<file path="config.mk">
export PLATFORM = sky130hd
export DESIGN_NAME = best_subset_flag_match_unit
export DESIGN_NICKNAME = d
export VERILOG_FILES = /design/src/hdl/bsfm_pkg.sv /design/src/hdl/bsfm_table.sv /design/src/hdl/bsfm_scan.sv /design/src/hdl/best_subset_flag_match_unit.sv
export SDC_FILE = /design/constraint.sdc
export NUM_CORES = 2
export LEC_CHECK = 0
export BUFFER_PORTS_ARGS = -buffer_cell sky130_fd_sc_hd__clkbuf_2
export CORE_UTILIZATION = 45
export DETAILED_ROUTE_END_ITERATION = 10
export PLACE_DENSITY = 0.66
export SLEW_MARGIN = 20
export SYNTH_ARGS = -nofsm -noshare
export SYNTH_HDL_FRONTEND = slang
export SYNTH_SLANG_ARGS = --single-unit
</file>
<file path="constraint.sdc">
create_clock -name clk -period 7.22 [get_ports clk]
set_clock_uncertainty 0.2 [all_clocks]
set_input_delay 0.722 -clock clk [delete_from_list [all_inputs] [get_ports clk]]
set_output_delay 0.722 -clock clk [all_outputs]
set_load 0.005 [all_outputs]
</file>
<file path="src/hdl/bsfm_pkg.sv">
`default_nettype none

package bsfm_pkg;

    localparam int IDX_W  = 6;
    localparam int WORD_W = 32;

    // Operation codes carried in the operation field of a request.
    localparam logic OP_QUERY = 1'b0;
    localparam logic OP_WRITE = 1'b1;

    // Masks of the qualification tests.
    localparam logic [WORD_W-1:0] OUTSIDE_MASK   = 32'hffff_fff5;
    localparam logic [WORD_W-1:0] MODE_MASK      = 32'h0000_078c;
    localparam logic [WORD_W-1:0] MODE_BIT3      = 32'h0000_0008;
    localparam logic [WORD_W-1:0] LOW_FIELD_MASK = 32'hffff_f8ff;

    typedef enum logic [1:0] {
        ST_IDLE,
        ST_SCAN,
        ST_DONE
    } scan_state_t;

    // Query start from the top level into the scan engine.
    typedef struct packed {
        logic              valid;
        logic [WORD_W-1:0] word;
    } scan_start_t;

    // Status from the scan engine back to the top level.
    typedef struct packed {
        logic              idle;
        logic              done;
        logic [IDX_W-1:0]  index;
        logic [WORD_W-1:0] word;
    } scan_status_t;

endpackage

`default_nettype wire

</file>
<file path="src/hdl/bsfm_table.sv">
`default_nettype none

// Flag word table: one write port and one read port, registered read data.
// Per-entry valid bits make entries that were never written read as zero.
module bsfm_table #(
    parameter int ENTRIES = 64,
    parameter int AW      = 6
) (
    input  wire logic                       clk,
    input  wire logic                       rst_n,
    input  wire logic                       wr_en,
    input  wire logic [AW-1:0]              wr_addr,
    input  wire logic [bsfm_pkg::WORD_W-1:0] wr_data,
    input  wire logic                       rd_en,
    input  wire logic [AW-1:0]              rd_addr,
    output logic      [bsfm_pkg::WORD_W-1:0] rd_data
);

    logic [bsfm_pkg::WORD_W-1:0] mem [ENTRIES];
    logic [ENTRIES-1:0]          valid_reg;
    logic [bsfm_pkg::WORD_W-1:0] data_reg;
    logic                        rd_valid_reg;

    always_ff @(posedge clk) begin
        if (wr_en) begin
            mem[wr_addr] <= wr_data;
        end
        if (rd_en) begin
            data_reg <= mem[rd_addr];
        end
    end

    always_ff @(posedge clk or negedge rst_n) begin
        if (!rst_n) begin
            valid_reg    <= '0;
            rd_valid_reg <= 1'b0;
        end
        else begin
            if (wr_en) begin
                valid_reg[wr_addr] <= 1'b1;
            end
            if (rd_en) begin
                rd_valid_reg <= valid_reg[rd_addr];
            end
        end
    end

    assign rd_data = rd_valid_reg ? data_reg : '0;

endmodule

`default_nettype wire

</file>
<file path="src/hdl/bsfm_scan.sv">
`default_nettype none

// Scan engine: checks the cache, otherwise walks the table one entry per
// cycle, keeps the best entry so far and updates the cache at the end.
module bsfm_scan #(
    parameter int ENTRIES = 64,
    parameter int AW      = 6
) (
    input  wire logic                        clk,
    input  wire logic                        rst_n,
    input  wire bsfm_pkg::scan_start_t       start,
    input  wire logic                        take,
    output logic                             rd_en,
    output logic      [AW-1:0]               rd_addr,
    input  wire logic [bsfm_pkg::WORD_W-1:0] rd_data,
    output bsfm_pkg::scan_status_t           status
);

    localparam logic [AW-1:0] LAST = AW'(ENTRIES - 1);

    bsfm_pkg::scan_state_t state_reg, state_next;

    logic [bsfm_pkg::WORD_W-1:0] q_reg, q_next;
    logic [AW-1:0]               addr_reg, addr_next;
    logic                        issued_all_reg, issued_all_next;
    logic [AW-1:0]               eval_idx_reg, eval_idx_next;
    logic                        data_vld_reg, data_vld_next;
    logic [bsfm_pkg::WORD_W-1:0] best_score_reg, best_score_next;
    logic [AW-1:0]               best_idx_reg, best_idx_next;
    logic [bsfm_pkg::WORD_W-1:0] best_word_reg, best_word_next;
    logic [bsfm_pkg::WORD_W-1:0] cached_word_reg, cached_word_next;
    logic [bsfm_pkg::IDX_W-1:0]  cached_idx_reg, cached_idx_next;

    logic                        hit;
    logic [bsfm_pkg::WORD_W-1:0] diff;
    logic                        qualifies;
    logic [bsfm_pkg::WORD_W-1:0] score;
    logic                        better;
    logic                        finish;

    // Entry evaluation on the word that the table returns this cycle.
    always_comb begin
        hit  = (start.word == cached_word_reg);
        diff = (rd_data ^ q_reg) & bsfm_pkg::MODE_MASK;
        qualifies = ((rd_data & ~q_reg & bsfm_pkg::OUTSIDE_MASK) == '0) &&
                    ((diff == '0) ||
                     ((diff == bsfm_pkg::MODE_BIT3) && (q_reg[3] == 1'b1)) ||
                     ((rd_data & bsfm_pkg::LOW_FIELD_MASK) == '0));
        score  = (rd_data & q_reg) - (rd_data & ~q_reg);
        better = data_vld_reg && qualifies && (score > best_score_reg);
        finish = data_vld_reg &&
                 ((better && (rd_data == q_reg)) || (eval_idx_reg == LAST));
    end

    always_comb begin
        state_next = state_reg;
        unique case (state_reg)
            bsfm_pkg::ST_IDLE: begin
                if (start.valid) begin
                    state_next = hit ? bsfm_pkg::ST_DONE : bsfm_pkg::ST_SCAN;
                end
            end
            bsfm_pkg::ST_SCAN: begin
                if (finish) begin
                    state_next = bsfm_pkg::ST_DONE;
                end
            end
            bsfm_pkg::ST_DONE: begin
                if (take) begin
                    state_next = bsfm_pkg::ST_IDLE;
                end
            end
            default: state_next = bsfm_pkg::ST_IDLE;
        endcase
    end

    always_comb begin
        rd_en        = 1'b0;
        status.idle  = 1'b0;
        status.done  = 1'b0;
        status.index = cached_idx_reg;
        status.word  = cached_word_reg;
        unique case (state_reg)
            bsfm_pkg::ST_IDLE: status.idle = 1'b1;
            bsfm_pkg::ST_SCAN: rd_en = !issued_all_reg && !finish;
            bsfm_pkg::ST_DONE: status.done = 1'b1;
            default: ;
        endcase
    end

    assign rd_addr = addr_reg;

    always_comb begin
        q_next           = q_reg;
        addr_next        = addr_reg;
        issued_all_next  = issued_all_reg;
        eval_idx_next    = eval_idx_reg;
        data_vld_next    = rd_en;
        best_score_next  = best_score_reg;
        best_idx_next    = best_idx_reg;
        best_word_next   = best_word_reg;
        cached_word_next = cached_word_reg;
        cached_idx_next  = cached_idx_reg;

        if ((state_reg == bsfm_pkg::ST_IDLE) && start.valid) begin
            q_next          = start.word;
            addr_next       = '0;
            issued_all_next = 1'b0;
            best_score_next = '0;
            best_idx_next   = '0;
        end

        if (rd_en) begin
            eval_idx_next   = addr_reg;
            issued_all_next = (addr_reg == LAST);
            addr_next       = addr_reg + AW'(1);
        end

        if (data_vld_reg) begin
            // Entry zero is the default answer, so its word is kept as well.
            if (better || (eval_idx_reg == '0)) begin
                best_word_next = rd_data;
            end
            if (better) begin
                best_score_next = score;
                best_idx_next   = eval_idx_reg;
            end
        end

        if (finish) begin
            cached_word_next = best_word_next;
            cached_idx_next  = bsfm_pkg::IDX_W'(best_idx_next);
        end
    end

    always_ff @(posedge clk or negedge rst_n) begin
        if (!rst_n) begin
            state_reg       <= bsfm_pkg::ST_IDLE;
            issued_all_reg  <= 1'b1;
            data_vld_reg    <= 1'b0;
            cached_word_reg <= '0;
            cached_idx_reg  <= '0;
        end
        else begin
            state_reg       <= state_next;
            issued_all_reg  <= issued_all_next;
            data_vld_reg    <= data_vld_next;
            cached_word_reg <= cached_word_next;
            cached_idx_reg  <= cached_idx_next;
        end
    end

    always_ff @(posedge clk) begin
        q_reg          <= q_next;
        addr_reg       <= addr_next;
        eval_idx_reg   <= eval_idx_next;
        best_score_reg <= best_score_next;
        best_idx_reg   <= best_idx_next;
        best_word_reg  <= best_word_next;
    end

endmodule

`default_nettype wire

</file>
<file path="src/hdl/best_subset_flag_match_unit.sv">
`default_nettype none

// Channel   Handshake                   Payload
// request   query_valid / query_ready   operation, entry_index, data_word
// result    result_valid / result_ready match_index, matched_word
//
// A write request is stored at its accepting edge; the next may follow at once.
// A query equal to the cached word goes straight to the done state and answers
// from the cache. A miss scans the table one entry per cycle and answers at the
// end of the scan, sooner when an exact match ends the scan early.
// Reset clears the cache and the per-entry valid bits at once. A stalled result
// holds the output register; a finished query that finds it full waits here.
module best_subset_flag_match_unit #(
    parameter int ENTRIES = 64
) (
    input  wire logic                        clk,
    input  wire logic                        rst_n,
    input  wire logic                        query_valid,
    output logic                             query_ready,
    input  wire logic                        operation,
    input  wire logic [bsfm_pkg::IDX_W-1:0]  entry_index,
    input  wire logic [bsfm_pkg::WORD_W-1:0] data_word,
    output logic                             result_valid,
    input  wire logic                        result_ready,
    output logic      [bsfm_pkg::IDX_W-1:0]  match_index,
    output logic      [bsfm_pkg::WORD_W-1:0] matched_word
);

    // Table address width; a single-entry table still gets one address bit.
    localparam int AW = (ENTRIES > 1) ? $clog2(ENTRIES) : 1;

    bsfm_pkg::scan_start_t  start;
    bsfm_pkg::scan_status_t status;

    logic                        accept;
    logic                        wr_en;
    logic [AW-1:0]               wr_addr;
    logic                        rd_en;
    logic [AW-1:0]               rd_addr;
    logic [bsfm_pkg::WORD_W-1:0] rd_data;
    logic                        load;

    logic                        result_valid_reg, result_valid_next;
    logic [bsfm_pkg::IDX_W-1:0]  match_index_reg;
    logic [bsfm_pkg::WORD_W-1:0] matched_word_reg;

    // Requests are taken only while the scan engine is idle.
    assign query_ready = status.idle;
    assign accept      = query_valid && query_ready;

    // Writes beyond the table are dropped.
    assign wr_en   = accept && (operation == bsfm_pkg::OP_WRITE) &&
                     (32'(entry_index) < ENTRIES);
    assign wr_addr = AW'(entry_index);

    assign start.valid = accept && (operation == bsfm_pkg::OP_QUERY);
    assign start.word  = data_word;

    // The output register loads when it is empty or being emptied.
    assign load              = status.done && (!result_valid_reg || result_ready);
    assign result_valid_next = load || (result_valid_reg && !result_ready);

    bsfm_table #(
        .ENTRIES (ENTRIES),
        .AW      (AW)
    ) u_table (
        .clk     (clk),
        .rst_n   (rst_n),
        .wr_en   (wr_en),
        .wr_addr (wr_addr),
        .wr_data (data_word),
        .rd_en   (rd_en),
        .rd_addr (rd_addr),
        .rd_data (rd_data)
    );

    bsfm_scan #(
        .ENTRIES (ENTRIES),
        .AW      (AW)
    ) u_scan (
        .clk     (clk),
        .rst_n   (rst_n),
        .start   (start),
        .take    (load),
        .rd_en   (rd_en),
        .rd_addr (rd_addr),
        .rd_data (rd_data),
        .status  (status)
    );

    always_ff @(posedge clk or negedge rst_n) begin
        if (!rst_n) begin
            result_valid_reg <= 1'b0;
        end
        else begin
            result_valid_reg <= result_valid_next;
        end
    end

    always_ff @(posedge clk) begin
        if (load) begin
            match_index_reg  <= status.index;
            matched_word_reg <= status.word;
        end
    end

    assign result_valid = result_valid_reg;
    assign match_index  = match_index_reg;
    assign matched_word = matched_word_reg;

endmodule

`default_nettype wire

</file>
==> reports/metrics.cfg <==
[timing]
min_period_over_period_pct=91.17
clock.fmax_mhz=151.9
finalSetupTns_ps=0
layout_setup_ws_ps=637.7
period_minus_slack_ps=6582
whs_ps=179.6
rsz0062_at_grt=no
tightest_slew_ps=1192
finalMaxSlewViolations=0
setup_viol=0
slew_headroom_pct=20.33
final-hold-violation-count=0

[global_route]
antenna_found_initial=23
grt_max_degree=119
grt_first_pass_wirelength_mm=333.6
grt_pass1_vias=44010
gr-total-overflow=0
track_usage_pct=23.06

[pwr]
power.leakage_nw=34.19
total_power_mw=42.07
p_per_area_nw_per_um2=403.7
ir_drop_uv=746.7

[clock_tree]
clock_sinks=2340
clock_latency_ps=850
clock_path_buffers=3
cts_tree=done
cts_root_buffer=clkbuf_16
h-tree-depth=4
cts_made_buffers=220
clk_pin_slew_ps=70
post_cts_buffers=0

[routing]
drcViolationCount=0
vias=43860
via_per_inst=6.035
first_iter_violations=5732
drt-met1-wl_mm=95.78
antenna_left=0
dr.max_layer_used=met4
wirelength_mm=237.1
dr_wl_met3_mm=22.39
drt_pass1_iterations=6
wl_per_cell_um=32.62
met2_length_mm=113.8

[floorplan]
die_height_um=454.8
core_sq_um=202900
rows=165
num_io_pins=83
die_width_um=454.8
dieArea_sq_um=206800
start_util_pct=45.46

[layout]
nFillCells=15680
register_area_sq_um=69030
synthToLayoutAreaGrowth_pct=12.96
finalNonFillerCells=7268
largest_reg_flops=2048
final_util_pct=51.35
final_cell_area_sq_um=104200
multiInputGateArea_sq_um=22610
nets=4568
drive_above_1_share_pct=31.50

[min_path]
hold_path.class=input port to flop
hold_start=data_word[10]

[logic_synthesis]
synth_flop_cell=edfxtp_1
synth_top_area_cell=edfxtp_1
ys_types=63
synth_most_common_cell=edfxtp_1
async_flop_share_pct=4.615
post_synth.cell_area_avg_sq_um=22.31
synth.cell_area_sq_um=92250
synth_warnings=0
postSynthCellCount=4135
synth_top_area_share_pct=70.38
syn-num-nets=4304
synth_edf_count=2162
ys_ff_latch=2340
synth_area_leaders=edfxtp_1 70%, mux4_2 17%, dfrtp_1 2.9%
synthTopCellsByCount=2162 x edfxtp_1, 692 x mux4_2, 126 x ha_1
ys_seq_area_share_pct=74.83

[setup_path]
path_class=flop to flop
crit_required_ps=7470
crit_fanout=39
cp-end-kind=flop
r2r_start=u_table.rd_valid_reg
startpoint=u_table.rd_valid_reg
cp_data_arrival_time_ps=6840
cp-start-kind=flop

[placement]
port_buffers=82
post-place-ws_ps=712.5
place_area_sq_um=96930
gp_congestion=0.9041
dp.cells=6845
dp_hpwl_mm=137.8

[run]
drv_cap=0

[status]
status=finished clean

==> cell type report <==
cell class / instances / area share [%]
Sequential cell: 2340 / 66.24
Multi-Input combinational cell: 1533 / 21.70
Clock buffer: 281 / 5.600
Tap cell: 2672 / 3.208
Timing Repair Buffer: 226 / 1.645
Clock inverter: 135 / 1.317
Inverter: 78 / 0.2810
Antenna cell: 3 / 0.007204
==> metal layers <==
metal  vias up  GRT usage (%)
met2      2130          36.48
li1      17760              -
met3       280          4.722
met5         -              0
met4         0          5.477
met1     23690          33.08
==> critical path, cell delays in order (launching register included) <==
cell and delay, ps:
dfrtp_1 720, and2_2 340, ha_1 150, a21boi_0 380, nor4_1 130, a211oi_2 400
o21ai_1 240, o31ai_2 400, a31oi_1 200, o21ai_1 190, xnor2_1 180, ha_1 300
a21oi_1 160, o21ai_0 170, a2111oi_2 310, o31ai_1 130, a21oi_2 200, nor3_1 190
a41oi_4 210, nand3_1 120, buf_4 190, inv_2 650
==> repair_timing <==
item / CTS / global route
endpoints found under the setup margin: 0 / 0
resized for setup: 0 / 0
hold buffers: 2 / 0
hold endpoints to repair: 43 / 0
==> layout by cell type, fill, tap and decap left out, types with 17 or more instances in the layout <==
master	netlist	layout
a21o_1	27	27
a21oi_1	17	17
and2_1	29	29
buf_4	3	125
bufinv_16	0	22
clkbuf_1	103	52
clkbuf_16	0	221
clkbuf_2	0	81
clkinv_1	0	60
clkinv_2	0	31
dfrtp_1	107	107
dfxtp_1	70	70
edfxtp_1	2162	2162
ha_1	126	126
inv_1	78	76
mux2_2	49	49
mux2_4	30	30
mux2i_1	22	22
mux4_2	692	692
nand2_1	56	56
nand3_1	30	30
nand4_1	21	21
nor2_1	107	42
nor2_4	0	64
nor3_1	22	22
nor4_1	25	25
o21ai_0	19	19
or2_2	67	67
xnor2_1	45	45
xor2_1	57	57
==> path summary, 6_finish.rpt <==
kind / end / slack (ps) / depth (start not counted)
min in group asynchronous: u_scan.cached_idx_reg[5] / 270 / 2
setup / recovery: u_table.data_reg[14] / 640 / 21
setup reg to reg: u_table.data_reg[14] / 640 / 21
max in group asynchronous: u_table.valid_reg[56] / 5080 / 3
hold / removal: u_table.mem[4][10] / 180 / 1
hold reg to reg: match_index[3] / 240 / 0
==> report_power, final <==
| group | switching [mW] | internal, mW | total [mW] |
|---|---|---|---|
| combinational | 8.21 | 6.58 | 14.8 |
| clock | 5.03 | 6.52 | 11.6 |
| sequential | 0.318 | 15.4 | 15.7 |
==> logic make-up (layout without fill, tap and decap cells) <==
group                    count (synthesis)  after routing  share of synthesized area (%)
AO/OA/AOI/OAI                          112            112                         0.8355
XOR/XNOR                               102            102                         0.9684
adder cells (fa/ha/maj)                126            126                          1.709
buffers and inverters                  262            720                          1.206
flip-flops                            2340           2340                          74.83
multiplexers                           793            793                          18.22
other                                    0              3                              0
AND/OR/NAND/NOR                        400            400                          2.233
Note: power is estimated with default switching activity, not from simulation.
